### src/hw/rtl/kmcd_pkg.sv
// Shared types, constants and microcode table for the keypad matrix change detector.
package kmcd_pkg;

	localparam int ROW_COUNT  = 9;
	localparam int GROUND_ROW = 8;
	localparam int CHANGE_BIT = 15;
	localparam int ROW_W      = $clog2(ROW_COUNT);
	localparam int PC_W       = 4;

	typedef enum logic [1:0] {
		ST_CHANGED  = 2'd0,
		ST_NOCHANGE = 2'd1,
		ST_UNSTABLE = 2'd2,
		ST_GLITCH   = 2'd3
	} status_t;

	typedef enum logic [2:0] {
		OP_NOP,
		OP_SCAN,
		OP_UPDATE,
		OP_EMIT_UNSTABLE,
		OP_EMIT_GLITCH,
		OP_EMIT_NOCHANGE
	} op_t;

	typedef enum logic [2:0] {
		CD_ALWAYS,
		CD_NO_BEAT,
		CD_UNSTABLE,
		CD_GLITCH,
		CD_NO_CHANGE,
		CD_MORE_ROWS
	} cond_t;

	typedef struct packed {
		op_t              op;
		cond_t            cond;
		logic [PC_W-1:0]  target;
	} uword_t;

	localparam logic [PC_W-1:0] PC_IDLE     = 4'd0;
	localparam logic [PC_W-1:0] PC_SCAN     = 4'd4;
	localparam logic [PC_W-1:0] PC_UPDATE   = 4'd5;
	localparam logic [PC_W-1:0] PC_UNSTABLE = 4'd6;
	localparam logic [PC_W-1:0] PC_GLITCH   = 4'd7;
	localparam logic [PC_W-1:0] PC_NOCHANGE = 4'd8;

	function automatic uword_t ucode(input logic [PC_W-1:0] pc);
		uword_t w;
		unique case (pc)
			4'd0:    w = '{OP_NOP,           CD_NO_BEAT,   PC_IDLE};
			4'd1:    w = '{OP_NOP,           CD_UNSTABLE,  PC_UNSTABLE};
			4'd2:    w = '{OP_NOP,           CD_GLITCH,    PC_GLITCH};
			4'd3:    w = '{OP_NOP,           CD_NO_CHANGE, PC_NOCHANGE};
			4'd4:    w = '{OP_SCAN,          CD_MORE_ROWS, PC_SCAN};
			4'd5:    w = '{OP_UPDATE,        CD_ALWAYS,    PC_IDLE};
			4'd6:    w = '{OP_EMIT_UNSTABLE, CD_ALWAYS,    PC_IDLE};
			4'd7:    w = '{OP_EMIT_GLITCH,   CD_ALWAYS,    PC_IDLE};
			4'd8:    w = '{OP_EMIT_NOCHANGE, CD_ALWAYS,    PC_UPDATE};
			default: w = '{OP_NOP,           CD_ALWAYS,    PC_IDLE};
		endcase
		return w;
	endfunction

endpackage

### src/hw/rtl/keypad_matrix_change_detector_unit.sv
// Keypad matrix change detector: microcoded sequencer over a snapshot of nine rows.
// A snapshot is taken only at the idle step; in_stall is high until the sequence is back at idle.
// A snapshot with rows changed runs one scan step per row; unstable or glitch snapshots end in an
// emit step after the checks (no-change: emit then update); an output stall holds the sequence.
// Reset clears the stored rows (no keys pressed), the step counter and output valid.
module keypad_matrix_change_detector_unit
	import kmcd_pkg::*;
(
	input  logic        clk,
	input  logic        arst_n,
	input  logic        in_valid,
	output logic        in_stall,
	input  logic [23:0] array_word0,
	input  logic [23:0] array_word1,
	input  logic [23:0] array_word2,
	input  logic [23:0] array_word3,
	input  logic [15:0] array_word4,
	output logic        out_valid,
	input  logic        out_stall,
	output logic [1:0]  status,
	output logic [3:0]  row_index,
	output logic [7:0]  changed_mask,
	output logic [7:0]  pressed_mask,
	output logic        last
);

	logic [PC_W-1:0]      pc_q;
	logic [ROW_W-1:0]     row_q;
	logic [7:0]           rows_q [ROW_COUNT];
	logic [7:0]           prev_q [ROW_COUNT];
	logic [ROW_COUNT-1:0] pend_q;
	logic                 unstable_q;
	logic                 glitch_q;
	logic                 out_vld_q;

	logic [7:0]           raw   [ROW_COUNT];
	logic [7:0]           msk   [ROW_COUNT];
	logic [ROW_COUNT-1:0] diff;
	logic [7:0]           common;
	logic                 unstable;
	logic                 glitch;
	logic                 beat;
	uword_t               uw;
	logic                 cond_ok;
	logic                 emit;
	logic                 hold;
	logic [ROW_COUNT-1:0] pend_rest;

	assign beat     = in_valid && !in_stall;
	assign in_stall = (pc_q != PC_IDLE);

	// unpack active-low rows, change-bit check, ground row check, masking and change vector
	always_comb begin
		raw[0] = ~array_word0[7:0];
		raw[1] = ~array_word0[23:16];
		raw[2] = ~array_word1[7:0];
		raw[3] = ~array_word1[23:16];
		raw[4] = ~array_word2[7:0];
		raw[5] = ~array_word2[23:16];
		raw[6] = ~array_word3[7:0];
		raw[7] = ~array_word3[23:16];
		raw[8] = ~array_word4[7:0];
		unstable = (array_word1[CHANGE_BIT] != array_word0[CHANGE_BIT])
			|| (array_word2[CHANGE_BIT] != array_word0[CHANGE_BIT])
			|| (array_word3[CHANGE_BIT] != array_word0[CHANGE_BIT])
			|| (array_word4[CHANGE_BIT] != array_word0[CHANGE_BIT]);
		common = 8'hff;
		for (int i = 0; i < GROUND_ROW; i++) begin
			common = common & raw[i];
		end
		glitch = ((raw[GROUND_ROW] & common) != common);
		for (int i = 0; i < ROW_COUNT; i++) begin
			msk[i]  = (i == GROUND_ROW) ? raw[i] : (raw[i] & ~raw[GROUND_ROW]);
			diff[i] = (msk[i] != prev_q[i]);
		end
	end

	assign uw = ucode(pc_q);

	always_comb begin
		unique case (uw.cond)
			CD_ALWAYS:    cond_ok = 1'b1;
			CD_NO_BEAT:   cond_ok = !beat;
			CD_UNSTABLE:  cond_ok = unstable_q;
			CD_GLITCH:    cond_ok = glitch_q;
			CD_NO_CHANGE: cond_ok = (pend_q == '0);
			CD_MORE_ROWS: cond_ok = (row_q != ROW_W'(ROW_COUNT - 1));
			default:      cond_ok = 1'b0;
		endcase
	end

	always_comb begin
		pend_rest        = pend_q;
		pend_rest[row_q] = 1'b0;
		unique case (uw.op)
			OP_SCAN:          emit = pend_q[row_q];
			OP_EMIT_UNSTABLE,
			OP_EMIT_GLITCH,
			OP_EMIT_NOCHANGE: emit = 1'b1;
			default:          emit = 1'b0;
		endcase
		hold = emit && out_vld_q && out_stall;
	end

	always_ff @(posedge clk or negedge arst_n) begin
		if (!arst_n) begin
			pc_q      <= PC_IDLE;
			out_vld_q <= 1'b0;
			row_q     <= '0;
			for (int i = 0; i < ROW_COUNT; i++) begin
				prev_q[i] <= '0;
			end
		end else begin
			out_vld_q <= (emit && !hold) || (out_vld_q && out_stall);
			if (!hold) begin
				pc_q <= cond_ok ? uw.target : pc_q + PC_W'(1);
				unique case (uw.op)
					OP_SCAN: begin
						row_q <= cond_ok ? row_q + ROW_W'(1) : '0;
					end
					OP_UPDATE: begin
						for (int i = 0; i < ROW_COUNT; i++) begin
							prev_q[i] <= rows_q[i];
						end
					end
					default: begin
					end
				endcase
			end
			if (beat) begin
				row_q <= '0;
			end
		end
	end

	// snapshot and result payload
	always_ff @(posedge clk) begin
		if (beat) begin
			rows_q     <= msk;
			pend_q     <= diff;
			unstable_q <= unstable;
			glitch_q   <= glitch;
		end
		if (!hold && emit) begin
			unique case (uw.op)
				OP_SCAN: begin
					status       <= ST_CHANGED;
					row_index    <= 4'(row_q);
					changed_mask <= rows_q[row_q] ^ prev_q[row_q];
					pressed_mask <= rows_q[row_q];
					last         <= (pend_rest == '0);
					pend_q       <= pend_rest;
				end
				OP_EMIT_UNSTABLE,
				OP_EMIT_GLITCH,
				OP_EMIT_NOCHANGE: begin
					status       <= (uw.op == OP_EMIT_UNSTABLE) ? ST_UNSTABLE :
						(uw.op == OP_EMIT_GLITCH) ? ST_GLITCH : ST_NOCHANGE;
					row_index    <= '0;
					changed_mask <= '0;
					pressed_mask <= '0;
					last         <= 1'b1;
				end
				default: begin
				end
			endcase
		end
	end

	assign out_valid = out_vld_q;

endmodule

### config.mk
export PLATFORM = sky130hd
export DESIGN_NAME = keypad_matrix_change_detector_unit
export DESIGN_NICKNAME = d
export VERILOG_FILES = /design/src/hw/rtl/kmcd_pkg.sv /design/src/hw/rtl/keypad_matrix_change_detector_unit.sv
export SDC_FILE = /design/constraint.sdc
export NUM_CORES = 1
export LEC_CHECK = 0
export BUFFER_PORTS_ARGS = -buffer_cell sky130_fd_sc_hd__buf_2
export CAP_MARGIN = 20
export CORE_ASPECT_RATIO = 0.5
export CORE_MARGIN = 5
export CORE_UTILIZATION = 58
export DETAILED_ROUTE_END_ITERATION = 10
export PLACE_DENSITY = 0.8
export SYNTH_ARGS = -nofsm -noshare
export SYNTH_HDL_FRONTEND = slang
export SYNTH_SLANG_ARGS = --single-unit
### constraint.sdc
create_clock -name clk -period 5.7 [get_ports clk]
set_clock_uncertainty 0.05 [all_clocks]
set_input_delay 0 -clock clk [delete_from_list [all_inputs] [get_ports clk]]
set_output_delay 0 -clock clk [all_outputs]
set_load 0.1 [all_outputs]
==> results of run 1 <==
## layout make-up
| type | count | area (um^2) | area share [%] |
|---|---|---|---|
| multi-input cells | 563 | 4590 | 37.8 |
| repair buffers | 197 | 1440 | 11.8 |
| inverters | 22 | 83.8 | 0.690 |
| well taps | 234 | 293 | 2.41 |
| flip-flops and latches | 187 | 5120 | 42.2 |
| clock inverters | 15 | 199 | 1.64 |
| clock buffers | 17 | 425 | 3.50 |
## state kept, by name, summed over array words and instances, names as in the netlist
signal / cells
prev_q: 72
rows_q: 72
pend_q: 9
changed_mask: 8
pressed_mask: 8
pc_q: 4
row_index: 4
row_q: 4
status: 2
glitch_q: 1
last: 1
out_valid: 1
unstable_q: 1
## cell families (layout without fill, tap and decap cells)
family,count (synthesis),after routing,synth area share (%)
mux,129,129,18.2
xor+xnor,80,80,6.93
compound gates,123,123,8.40
flops,187,187,50.6
fa+ha+maj,9,9,1.11
simple gates,222,222,10.6
buf+inv,62,251,4.03
## through the flow
stage / hold slack (ns) / instances / total power [uW]
2_1_floorplan: -0.346 / 812 / 4750
3_3_place_gp: -0.190 / 1120 / 5310
3_5_place_dp: -0.185 / 1120 / 5410
4_1_cts: 0.199 / 1235 / 6750
5_1_grt: 0.266 / 1235 / 7080
6_report: 0.205 / 1235 / 6830
## how the worst min path moves through the flow
stage                   from         end  slack, ns  depth (start not counted)
finish              in_valid    row_q[1]       0.21                          4
global route        in_valid    row_q[1]       0.27                          4
CTS                 in_valid    row_q[1]       0.20                          4
detailed placement    arst_n  prev_q[21]      -0.19                          1
global placement      arst_n  prev_q[21]      -0.19                          1
floorplan             arst_n   out_valid      -0.35                          0
## layer usage
layer | vias to the layer above | global-route usage, %
li1 | 3341 | -
met1 | 3843 | 35.6
met2 | 445 | 47.7
met3 | 82 | 7.15
met4 | 0 | 10.1
met5 | - | 0
## power groups by stage
| stage | combinational, uW | clock, uW | sequential, uW |
|---|---|---|---|
| floorplan | 1740 | 0 | 3020 |
| global placement | 2880 | 0 | 2430 |
| detailed placement | 2950 | 0 | 2470 |
| CTS | 3030 | 1270 | 2450 |
| global route | 3220 | 1330 | 2530 |
| finish | 3070 | 1270 | 2480 |
## critical path, delay by kind of cell, from the launching register on
| kind | cells | cell delay (ns) |
|---|---|---|
| buffers and inverters | 2 | 1.03 |
| DFF | 1 | 0.49 |
| adders and majority gates | 1 | 0.35 |
| and+or+nand+nor | 2 | 0.70 |
| AOI/OAI and AO/OA | 2 | 0.70 |
## cell usage in the layout (no fill, tap or decap), types with 9 or more instances in the layout
cell type / instances
xor2_1: 16
mux2i_1: 41
dlygate4sd3_1: 83
nand3_1: 10
edfxtp_1: 97
o211ai_1: 10
buf_2: 104
dfxtp_1: 9
a21oi_1: 11
ha_1: 9
nor4_1: 17
nor2b_1: 11
a32oi_1: 10
nor3_1: 9
nand4_1: 16
a31oi_1: 9
mux4_2: 16
xnor2_1: 64
mux2_4: 70
clkbuf_16: 17
clkinv_1: 10
o21ai_0: 48
inv_1: 10
nor2_1: 92
dfrtp_1: 79
nand2_1: 43
buf_4: 9
==> results by group, run 1 <==
Worst setup path
  • CP endpoint kind: register
  • Critical path cell sequence: inv_1 -> ha_1 -> and3_1 -> nand2_1 -> clkinv_2 -> o21ai_0 -> o211ai_1
  • CP startpoint kind: register
  • Worst setup path end: pend_q[6]
  • R2R Path End: pend_q[6]
  • Worst Path Max Fanout: 50
  • Worst reg-to-reg path cell count: 7
  • Slowest-stage cell, CP: clkinv_2
  • Arrival time worst endpoint: 3.73 ns
  • Worst EP required: 5.94 ns
  • R2R Setup Slk: 2.20 ns
  • Worst Setup SP: pc_q[0]
  • Worst Path Class, Setup: reg -> reg
  • R2r startpoint: pc_q[0]
  • Worst stage delay on the critical path: 0.87 ns

Timing
  • Final setup violation count: 0
  • Worst Tran Pin Value: 1.17 ns
  • Sum of negative setup slack: 0 ns
  • Slew Limit Fails: 0
  • Final hold vios: 0
  • Crit path time final: 3.50 ns
  • Max Clk Rate: 286 MHz
  • Setup ws final: 2.20 ns
  • Unrepaired setup endpoints after global routing: false
  • Relative slew slack: 22.1%
  • Crit share post-route: 61.3%

Die
  • Initial Util: 58.7%
  • Cell Rows: 34
  • Die Wd: 197 um
  • Floorplan core area: 17200 um^2
  • I/O pin count: 141
  • Full die area: 20300 um^2
  • Die H: 103 um

Final layout
  • Final nets: 1113
  • Post-Layout Inst Area: 12200 um^2
  • Diode count: 0
  • Area Growth Syn to Fin: 20.2%
  • Fraction of layout cells with a size suffix above 1: 25.5%
  • Filler cells: 1144
  • Core Util, Final: 70.5%

Global routing
  • Initial antenna violation count: 0
  • First-pass GRT wire length: 43300 um
  • Vias in the first global route: 7755
  • GRT Total Usage: 28.0%
  • GRT overflow: 0
  • Pin count of the biggest net entering global routing: 69

Clock tree
  • Cts hold-fix bufs: 83
  • Worst-Skew Late Latency: 0.45 ns
  • Total CTS buffers: 17
  • Clock root buffer: clkbuf_16
  • Worst-path clk slew: 0.07 ns
  • Post-cts sizing count: 0
  • Max Root-Sink Buffers: 2
  • Post-CTS Repair Setup Buffers: 0
  • Clock tree sinks: 187
  • H-tree Lvls: 4
  • TritonCTS clock tree: done

Placement
  • Place WS: 2.32 ns
  • DP HPWL: 18400 um
  • IO Port Bufs: 105
  • RePlAce Congestion: 0.922
  • Post-placement cell area: 10700 um^2

Synth
  • Post-synth top flop: edfxtp_1
  • Seq cells post-synth: 187
  • Yosys Warn Count: 0
  • Post-synth cell types: 66
  • Largest area contributor in the netlist: edfxtp_1
  • Sequential cell area fraction in the yosys report: 50.6%
  • Ranking of synthesized cells by area: edfxtp_1 29%, dfrtp_1 20%, mux2_4 10%
  • Cell with the most instances after synthesis: edfxtp_1
  • Top cells by count, synth: 97 x edfxtp_1, 92 x nor2_1, 81 x dfrtp_1
  • Mapped Avg Cell Area: 12.5 um^2
  • Post-synth EDFFs: 97
  • Top cell type's share of synthesized area: 28.8%
  • Post-Synthesis Cell Area: 10100 um^2
  • Post-Synthesis Cells: 812
  • Ys async rst share: 43.3%
  • Synthesized net count: 937

Drt
  • DR WL/cell: 23.1 um
  • Vias per cell: 6.24
  • Antenna Nets Post-Route: 0
  • 1st-pass router iterations: 5
  • DRC viols: 0
  • Detailed Route WL: 28500 um
  • Met2 WL post-DR: 13800 um
  • Via count: 7711
  • Drt initial violations: 727
  • Post-Route M1 WL: 11100 um
  • Met3 routed WL: 2670 um
  • Top Metal Used: met4

Outcome
  • Status: completed

Power and ir drop
  • Combinational share of power: 44.9%
  • Pwr Density: 562 nW/um^2
  • Psw: 2970 uW
  • Leak: 0.00473 uW
  • Seq pwr share: 36.4%
  • VDD IR-drop max: 0.000531 V
  • Switching Fraction: 43.5%
  • Int Power: 3860 uW
  • Clock group share of total power: 18.7%

Hold path
  • Hold Crit Class: in -> reg

Flow run
  • Max Cap Viol: 0
(Power assumes the default switching activity.)
==> run 2, diff against run 1 <==
- clock period: 5.7 -> 3.4 ns (I/O delays scaled with it)
==> results by group, run 2 (synthesis gave the netlist of run 1 again) <==
Outcome
  • Status: completed

Drt
  • Drt initial violations: 750 (+3.2%)
  • Via count: 7544 (-2.2%)
  • Vias per cell: 6.08 (-2.6%)
  • DRC viols: 0 (unchanged)
  • Detailed Route WL: 27900 um (-2.2%)
  • DR WL/cell: 22.5 um (-2.6%)
  • 1st-pass router iterations: 8 (+3)
  • Antenna Nets Post-Route: 0 (unchanged)

Power and ir drop
  • Pwr Density: 930 nW/um^2 (+66%)
  • Leak: 0.00476 uW (+0.51%)
  • VDD IR-drop max: 0.000835 V (+57%)
  • Total power: 11300 uW (+66%)

Die
  • Initial Util: 58.7% (unchanged)
  • Die H: 103 um (unchanged)
  • Floorplan core area: 17200 um^2 (unchanged)
  • Full die area: 20300 um^2 (unchanged)
  • I/O pin count: 141 (unchanged)
  • Cell Rows: 34 (unchanged)
  • Die Wd: 197 um (unchanged)

Global routing
  • Pin count of the biggest net entering global routing: 85 (+23%)
  • GRT Total Usage: 27.5% (-0.48 points)
  • Vias in the first global route: 7562 (-2.5%)
  • First-pass GRT wire length: 42400 um (-2.2%)
  • Initial antenna violation count: 0 (unchanged)
  • GRT overflow: 0 (unchanged)

Worst setup path
  • Bufs and invs on worst path: 1 (-1)
  • Critical path cell sequence: ha_1 -> ha_1 -> nand2b_1 -> nor4_4 -> a211oi_1 -> and2_1 -> a21oi_2 -> buf_4
  • CP endpoint kind: register
  • Worst reg-to-reg path cell count: 8 (+1)
  • R2r startpoint: pc_q[0]
  • Slowest-stage cell, CP: dfrtp_1
  • R2R Setup Slk: 0.52 ns (-1.68 ns)
  • Top cell by count, worst path: ha_1
  • Arrival time worst endpoint: 2.92 ns (-0.81 ns)
  • Worst Path Max Fanout: 23 (-54%)
  • Worst Path Class, Setup: reg -> reg
  • Worst stage delay on the critical path: 0.46 ns (-0.41 ns)
  • CP startpoint kind: register
  • R2R Path End: changed_mask[2]
  • Worst EP required: 3.44 ns (-2.50 ns)
  • Crit-path leading delay family: simple AND/OR/NAND/NOR gates

Timing
  • Final setup violation count: 0 (unchanged)
  • Worst Tran Pin Value: 0.953 ns (-0.216 ns)
  • Slew Limit Fails: 0 (unchanged)
  • Relative slew slack: 36.5% (+14 points)
  • Setup ws final: 0.523 ns (-1.68 ns)
  • Crit path time final: 2.88 ns (-0.619 ns)
  • Final hold vios: 0 (unchanged)
  • Unrepaired setup endpoints after global routing: false
  • Sum of negative setup slack: 0 ns (unchanged)
  • Max Clk Rate: 348 MHz (+22%)
  • Crit share post-route: 84.6% (+23 points)

Final layout
  • Largest regs: prev_q: 72 flops, rows_q: 72 flops, pend_q: 9 flops
  • Fraction of layout cells with a size suffix above 1: 25.7% (+0.27 points)
  • Final nets: 1119 (+0.54%)
  • Core Util, Final: 70.7% (+0.22 points)
  • Filler cells: 1163 (+1.7%)
  • Diode count: 0 (unchanged)
  • Most frequent cells in the layout: 104 x buf_2, 97 x edfxtp_1, 92 x nor2_1, 83 x dlygate4sd3_1, 79 x dfrtp_1
  • Area Growth Syn to Fin: 20.6%
  • Most common cell after layout, fill and taps aside: buf_2

Clock tree
  • Worst-path clk slew: 0.08 ns (about the same)
  • Max Root-Sink Buffers: 2 (unchanged)
  • Clock tree sinks: 187 (unchanged)
  • Worst-Skew Late Latency: 0.45 ns (about the same)
  • Total CTS buffers: 17 (unchanged)
  • H-tree Lvls: 4 (unchanged)
  • TritonCTS clock tree: done
  • Clock root buffer: clkbuf_16

Placement
  • Place WS: 0.609 ns (-1.71 ns)
  • IO Port Bufs: 105 (unchanged)
  • RePlAce Congestion: 0.878 (-4.8%)
  • DP HPWL: 18400 um (+0.21%)

Flow run
  • Max Cap Viol: 0 (unchanged)

Hold path
  • Hold Crit Class: in -> async
## run 2: metal layers
metal,routed length [um],global-route usage (%),share of wire (%)
met5,0,0,0
met4,641,8.04,2.3
met3,2350,6.38,8.4
met2,13700,47.3,49
met1,11200,35.8,40
## run 2: report_power, final
part | leakage (uW) | total (uW) | switching [uW] | internal (uW)
registers | 0.00189 | 4170 | 743 | 3430
clock network | 0.000292 | 2090 | 976 | 1110
logic | 0.00257 | 5080 | 3170 | 1920
total | 0.00476 | 11300 | 4890 | 6460
## run 2: layout make-up
class / instances / area [um^2] / area share (%)
flip-flops and latches: 187 / 5120 / 42.0
well taps: 234 / 293 / 2.40
clock buffers: 17 / 425 / 3.49
clock inverters: 14 / 181 / 1.49
repair buffers: 203 / 1500 / 12.3
multi-input cells: 563 / 4590 / 37.6
inverters: 22 / 83.8 / 0.688
## run 2: worst max-delay path by stage
stage	endpoint	from	depth (start not counted)	slack, ns
after global placement	pressed_mask[2]	pc_q[0]	8	0.69
after global routing	pressed_mask[2]	pc_q[0]	8	0.36
final	changed_mask[2]	pc_q[0]	8	0.52
after detailed placement	pressed_mask[2]	pc_q[0]	8	0.61
after CTS	changed_mask[2]	pc_q[0]	8	0.57
after floorplan	changed_mask[0]	pc_q[0]	7	0.05
## run 2: timing repair
item                                   in CTS  in global routing
endpoints found under the hold margin     134                  0
hold buffers                               83                  0
setup buffers                               0                  0
gates resized for setup                     0                  0
## run 2: through the flow
stage	hold slack (ns)	cell area [um^2]	cells
2_1_floorplan	-0.346	10100	812
3_3_place_gp	0.109	10800	1126
3_5_place_dp	0.105	10800	1126
4_1_cts	0.182	12200	1240
5_1_grt	0.231	12200	1240
6_report	0.173	12200	1240
